==> src/rtl/shipick_pkg.sv <==
// Shared constants, types and helpers for the seeded hash index picker.
package shipick_pkg;

    localparam logic [63:0] MIX_ADD  = 64'h9e3779b97f4a7c15;
    localparam logic [63:0] MIX_MUL1 = 64'hbf58476d1ce4e5b9;
    localparam logic [63:0] MIX_MUL2 = 64'h94d049bb133111eb;

    localparam logic [63:0] SALT_NORTH = 64'h9e3779b97f4a7c15;
    localparam logic [63:0] SALT_SOUTH = 64'hbf58476d1ce4e5b9;
    localparam logic [63:0] SALT_EAST  = 64'h94d049bb133111eb;
    localparam logic [63:0] SALT_WEST  = 64'h1234567890abcdef;

    localparam logic [2:0] DIR_NORTH = 3'd1;
    localparam logic [2:0] DIR_SOUTH = 3'd2;
    localparam logic [2:0] DIR_EAST  = 3'd3;
    localparam logic [2:0] DIR_WEST  = 3'd4;

    localparam int MOD_BITS_PER_STAGE = 4;
    localparam int MOD_STAGES         = 64 / MOD_BITS_PER_STAGE;
    localparam int MIX_STAGES         = 5;

    typedef struct packed {
        logic [63:0] addend;
        logic [10:0] modulus;
        logic        pool_zero;
    } side_t;

    // salt plus the mixer's leading constant
    function automatic logic [63:0] salt_plus_add(input logic [2:0] dir);
        logic [63:0] s;
        unique case (dir)
            DIR_SOUTH: s = SALT_SOUTH;
            DIR_EAST:  s = SALT_EAST;
            DIR_WEST:  s = SALT_WEST;
            default:   s = SALT_NORTH;
        endcase
        return s + MIX_ADD;
    endfunction

    // restoring remainder, a few dividend bits per call
    function automatic logic [10:0] rem_step(input logic [10:0] r_in,
                                             input logic [MOD_BITS_PER_STAGE-1:0] bits,
                                             input logic [10:0] m);
        logic [11:0] r;
        r = {1'b0, r_in};
        for (int i = MOD_BITS_PER_STAGE - 1; i >= 0; i--) begin
            r = {r[10:0], bits[i]};
            if (r >= {1'b0, m})
            begin
                r = r - {1'b0, m};
            end
        end
        return r[10:0];
    endfunction

endpackage

==> src/rtl/shipick_mod.sv <==
// Pipelined 64-bit by 11-bit remainder, four dividend bits per stage.
module shipick_mod (
    input  logic                clk,
    input  logic                rst_n,
    input  logic                in_valid,
    input  logic [63:0]         in_h,
    input  shipick_pkg::side_t  in_side,
    output logic                out_valid,
    output logic [9:0]          out_index
);

    localparam int NS = shipick_pkg::MOD_STAGES;
    localparam int BP = shipick_pkg::MOD_BITS_PER_STAGE;

    logic [NS-1:0] vld_reg;
    logic [63:0]   h_reg [NS];
    logic [10:0]   r_reg [NS];
    logic [10:0]   m_reg [NS];
    logic [NS-1:0] zero_reg;

    always_ff @(posedge clk or negedge rst_n)
    begin
        if (!rst_n)
        begin
            vld_reg <= '0;
        end
        else
        begin
            vld_reg <= {vld_reg[NS-2:0], in_valid};
        end
    end

    always_ff @(posedge clk)
    begin
        h_reg[0]    <= in_h << BP;
        m_reg[0]    <= in_side.modulus;
        zero_reg[0] <= in_side.pool_zero;
        r_reg[0]    <= shipick_pkg::rem_step(11'd0, in_h[63 -: BP], in_side.modulus);
        for (int i = 1; i < NS; i++) begin
            h_reg[i]    <= h_reg[i-1] << BP;
            m_reg[i]    <= m_reg[i-1];
            zero_reg[i] <= zero_reg[i-1];
            r_reg[i]    <= shipick_pkg::rem_step(r_reg[i-1], h_reg[i-1][63 -: BP],
                                                 m_reg[i-1]);
        end
    end

    assign out_valid = vld_reg[NS-1];
    assign out_index = zero_reg[NS-1] ? 10'd0 : r_reg[NS-1][9:0];

endmodule

==> config.mk <==
export PLATFORM = sky130hd
export DESIGN_NAME = shipick_mod
export DESIGN_NICKNAME = d
export VERILOG_FILES = /design/src/rtl/shipick_pkg.sv /design/src/rtl/shipick_mod.sv
export SDC_FILE = /design/constraint.sdc
export NUM_CORES = 2
export LEC_CHECK = 0
export BUFFER_PORTS_ARGS = -buffer_cell sky130_fd_sc_hd__buf_4
export CAP_MARGIN = 0
export CORE_MARGIN = 4
export CORE_UTILIZATION = 40
export CTS_BUF_LIST = sky130_fd_sc_hd__clkbuf_16
export CTS_CLUSTER_SIZE = 10
export DETAILED_ROUTE_END_ITERATION = 7
export GPL_TIMING_DRIVEN = 0
export PLACE_DENSITY = 0.67
export SYNTH_ARGS = -nofsm -noshare
export SYNTH_HDL_FRONTEND = slang
export SYNTH_SLANG_ARGS = --single-unit
export TNS_END_PERCENT = 30
==> constraint.sdc <==
create_clock -name clk -period 27.9 [get_ports clk]
set_input_delay 8.37 -clock clk [delete_from_list [all_inputs] [get_ports clk]]
set_output_delay 8.37 -clock clk [all_outputs]
set_load 0.01 [all_outputs]
# ---- Word-level counts from Yosys, hierarchy flattened
# Memory sizes are Yosys's and may differ from the RTL's.
# Index checks and enable logic that the tools add are counted.
dict set report word_totals {
  regBits 32
  mem_bits_rw 1312
  inputBits 143
  elab_cells 198
  n_memories 3
}
dict set report op_classes {
  add_sub_neg 64
  order_cmp 64
  mux 65
}
# name depth word_bits read_ports rd_clocked_by_memory_dff write_ports line_no
set memory_table {}
lappend memory_table {h_reg 16 60 15 0 16 shipick_mod.sv:16} ;# logic [63:0] h_reg [NS];
lappend memory_table {m_reg 16 11 15 0 16 shipick_mod.sv:18} ;# logic [10:0] m_reg [NS];
lappend memory_table {r_reg 16 11 16 0 16 shipick_mod.sv:17} ;# logic [10:0] r_reg [NS];
# cell count
set op_table {}
lappend op_table {{12-bit by 11-bit >= comparator with 1-bit output} 63}
lappend op_table {{11-bit 2-to-1 mux} 64}
lappend op_table {{11-bit subtractor} 63}
lappend op_table {{1-bit by 11-bit >= comparator with 1-bit output} 1}
lappend op_table {{1-bit by 11-bit subtractor with 11-bit output} 1}
lappend op_table {{10-bit 2-to-1 mux} 1}

# ---- Logic depth before layout (Yosys ltp)
# An unclocked memory read counts as a cell.
dict set report depth {
  depth_word 9
  depth_mapped 45
  ltp_nobuf 41
}

# ---- Least setup slack after synthesis
# OpenSTA, ideal clock, no wires.
dict set report synth_path {
  path_kind {in2reg}
  from {input port in_side[3] (netlist bit)}
  to {memory r_reg[0][2]}
  setup_ns 0.123
  t_arrival_ns 15.618
  t_required_ns 27.777
  path_slack_ns 12.159
  path_stages 36
  n_path_buf 2
  cell_sequence {or4_1 nor4_1 o21ai_0 nor2_1 a21oi_1 fa_1 nand2b_1 a21boi_0 o21bai_1 a31oi_1 o31ai_1 nand2_1 o21ai_0 fa_1 nor2b_1 o21ai_0 a21boi_0 o21ai_0 nand2b_1 a31oi_1 o31ai_1 a21boi_1 buf_2 mux2i_1 fa_1 a21o_1 a21oi_1 nand2b_1 a21boi_0 or4_1 nand2_1 o21ai_0 nor3_1 o31ai_1 buf_2 mux2_1}
}
# element line_no
set synth_lines {}
lappend synth_lines {{start: declaration} shipick_mod.sv:7} ;# input shipick_pkg::side_t in_side,
lappend synth_lines {{end: declaration} shipick_mod.sv:17}

==> results.json <==
{
  "finalNetCount": 7142,
  "slew_headroom_pct": 42.85,
  "path_clk_slew_ns": 0.07,
  "rows": 135,
  "synth_nets": 6949,
  "place.gp.congestion": 0.9165,
  "antenna_found_initial": 0,
  "dr.pass1.iters": 6,
  "largest_register_ffs": 480,
  "cp-end-kind": "flip-flop",
  "drv_slew": 0,
  "cts_tree": "yes",
  "hold_viol_final": 0,
  "viasPerCell": 5.401,
  "crit_top_cell": "o21ai_0",
  "synth-seq-area-share_pct": 31.10,
  "dieArea_mm2": 0.1438,
  "yosysTopAreaCell": "dfxtp_1",
  "crit_type": "input port to flip-flop",
  "drtIter0Drc": 2673,
  "critPathRequiredTime_ns": 28.49,
  "slowest_delay_ns": 0.56,
  "ioPinCount": 154,
  "fin_crit_ns": 16.58,
  "synthTopCellsByArea": "dfxtp_1 (30%), ha_1 (16%), mux2_2 (8.6%), xnor2_1 (3.8%), inv_1 (3.5%)",
  "cts_made_buffers": 102,
  "grt_max_degree": 20,
  "post_drt_wl_per_cell_um": 15.87,
  "fmax_ghz": 0.06033,
  "crit_fanout": 10,
  "critPathTopFamily": "compound AO/OA/AOI/OAI gates",
  "final_common_cell": "dfxtp_1",
  "synth.top_cell.area_share_pct": 30.37,
  "synth_seq_cells": 852,
  "syn_inst": 6048,
  "synth_cell_types": 87,
  "worst_pin_slew_ns": 0.8461,
  "syn_area_per_cell_um2": 9.111,
  "grt_setup_unrepaired": "no",
  "seqCellArea_mm2": 0.01714,
  "drc_errors": 0,
  "fin_util_pct": 44.78,
  "netlist_area_mm2": 0.05510,
  "status": "complete, no violations",
  "htreeDepth": 3,
  "finClkSkew_ns": 0.09540,
  "setup_viol": 0,
  "hold_slack_ns": 0.2623,
  "clkLatencyLatePin_ns": 0.76,
  "clock_path_buffers": 3,
  "core_area_mm2": 0.1361,
  "layout_common_cells": "dfxtp_1 (836), ha_1 (695), inv_1 (534)",
  "crit_path_top_delay_cell": "or4_1",
  "start_util_pct": 40.48,
  "num_vias": 43560,
  "grt_first_pass_wirelength_um": 209700,
  "ys_warn_count": 0,
  "dpl.hpwl_um": 100600,
  "tns_ns": 0,
  "die_h_um": 379.2,
  "ant_nets": 0,
  "first_global_vias": 42370,
  "nFillCells": 13070,
  "ys.flop_type": "dfxtp_1",
  "port_buffers": 89,
  "die_w_um": 379.2,
  "stdcell_count": 8066,
  "hold_buffers": 0,
  "synthArstFlopShare_pct": 1.878,
  "clock-sinks": 852,
  "post-cts-setup-buffers": 0,
  "routed_wl_um": 128000,
  "cp_num_buf_inv": 3,
  "drive_gt1_share_pct": 11.68,
  "antenna-diode-count": 0,
  "synth-edff-count": 0,
  "area_growth_pct": 10.63,
  "finalCritPeriodShare_pct": 59.41,
  "placedCellCount": 7918,
  "cap_violations": 0,
  "hp-class": "flip-flop to flip-flop",
  "overflow": 0,
  "clockRootBuffer": "clkbuf_16",
  "cp-start-kind": "input port",
  "multi_input_area_mm2": 0.03570,
  "cts_resized": 0,
  "arrival_ns": 17.17,
  "track_usage_pct": 17.48
}
[layer usage]
layer	track usage, %	vias to the layer above	part of all wire, %
met2	29.43	834	46
met4	5.616	0	2.6
met1	23.29	20460	47
met5	0	-	0
li1	-	22080	-
met3	2.083	191	3.9
[worst reg2reg max path, delay by kind of cell (launching register included)]
| family | cells | cell delay [ns] |
|---|---|---|
| fa+ha+maj | 4 | 1.63 |
| compound gates | 21 | 5.19 |
| flops | 1 | 0.53 |
| simple gates | 5 | 0.91 |
| mux | 4 | 1.26 |
| buf+inv | 6 | 2.16 |
[synth_stat cells, types with 15 or more instances]
master	instances
a211oi_1	18
nor3b_1	16
inv_1	517
clkbuf_1	48
or2_2	21
mux2i_1	67
o211ai_1	37
nand3b_1	18
and2_1	16
o21a_1	99
o41ai_1	15
fa_1	63
nor2b_1	133
a21oi_1	362
nand2b_1	32
nor4_1	36
dfrtp_1	16
xnor2_1	240
ha_1	695
nor2_1	461
mux2_2	423
o21bai_1	38
nand3_1	94
or3_1	41
o31a_1	19
a21o_1	133
dfxtp_1	836
a21boi_0	79
a31oi_1	36
o21ai_0	312
mux2_4	17
nand2_1	354
buf_2	19
o311ai_0	19
nor3_1	161
and3_1	24
nand4_1	117
o31ai_1	52
xor2_1	144
[logic make-up (layout without fill, tap and decap cells)]
| group | count (synthesis) | count (layout) | synth area share (%) |
|---|---|---|---|
| adder cells (fa/ha/maj) | 758 | 758 | 18.07 |
| AO/OA/AOI/OAI | 1375 | 1375 | 16.27 |
| buffers and inverters | 592 | 829 | 4.110 |
| XOR/XNOR | 384 | 384 | 6.103 |
| multiplexers | 508 | 508 | 10.34 |
| AND/OR/NAND/NOR | 1579 | 1579 | 14.01 |
| flip-flops | 852 | 852 | 31.10 |
[metrics by stage]
step	cell area [um^2]	setup WS [ns]
after floorplan	55100	12.16
after global placement	58000	10.76
after detailed placement	58000	10.64
after CTS	60960	11.37
after global routing	60960	10.32
final	60960	11.32
[final cells by class]
| type | instances | share of cell area [%] |
|---|---|---|
| Clock buffer | 102 | 4.187 |
| Sequential cell | 852 | 28.11 |
| Clock inverter | 46 | 0.6691 |
| Timing Repair Buffer | 89 | 1.096 |
| Buffer | 75 | 0.5316 |
| Multi-Input combinational cell | 4604 | 58.57 |
| Inverter | 517 | 3.183 |
| Tap cell | 1781 | 3.655 |
[path summary, 6_finish.rpt]
kind | startpoint | to | slack [ns] | depth (start not counted)
worst max-delay path | in_side[3] | r_reg[0][2] | 11.32 | 37
worst min-delay path | h_reg[0][472] | h_reg[1][56] | 0.26 | 0
worst max register to register | m_reg[0][56] | r_reg[0][68] | 16.11 | 40
worst min register to register | h_reg[0][472] | h_reg[1][56] | 0.26 | 0
max in group asynchronous | rst_n | vld_reg[0] | 20.19 | 1
min in group asynchronous | rst_n | vld_reg[12] | 7.48 | 1
Power is not shown: default switching activity piles up to over one toggle a cycle in this logic, so the estimate is an artifact.
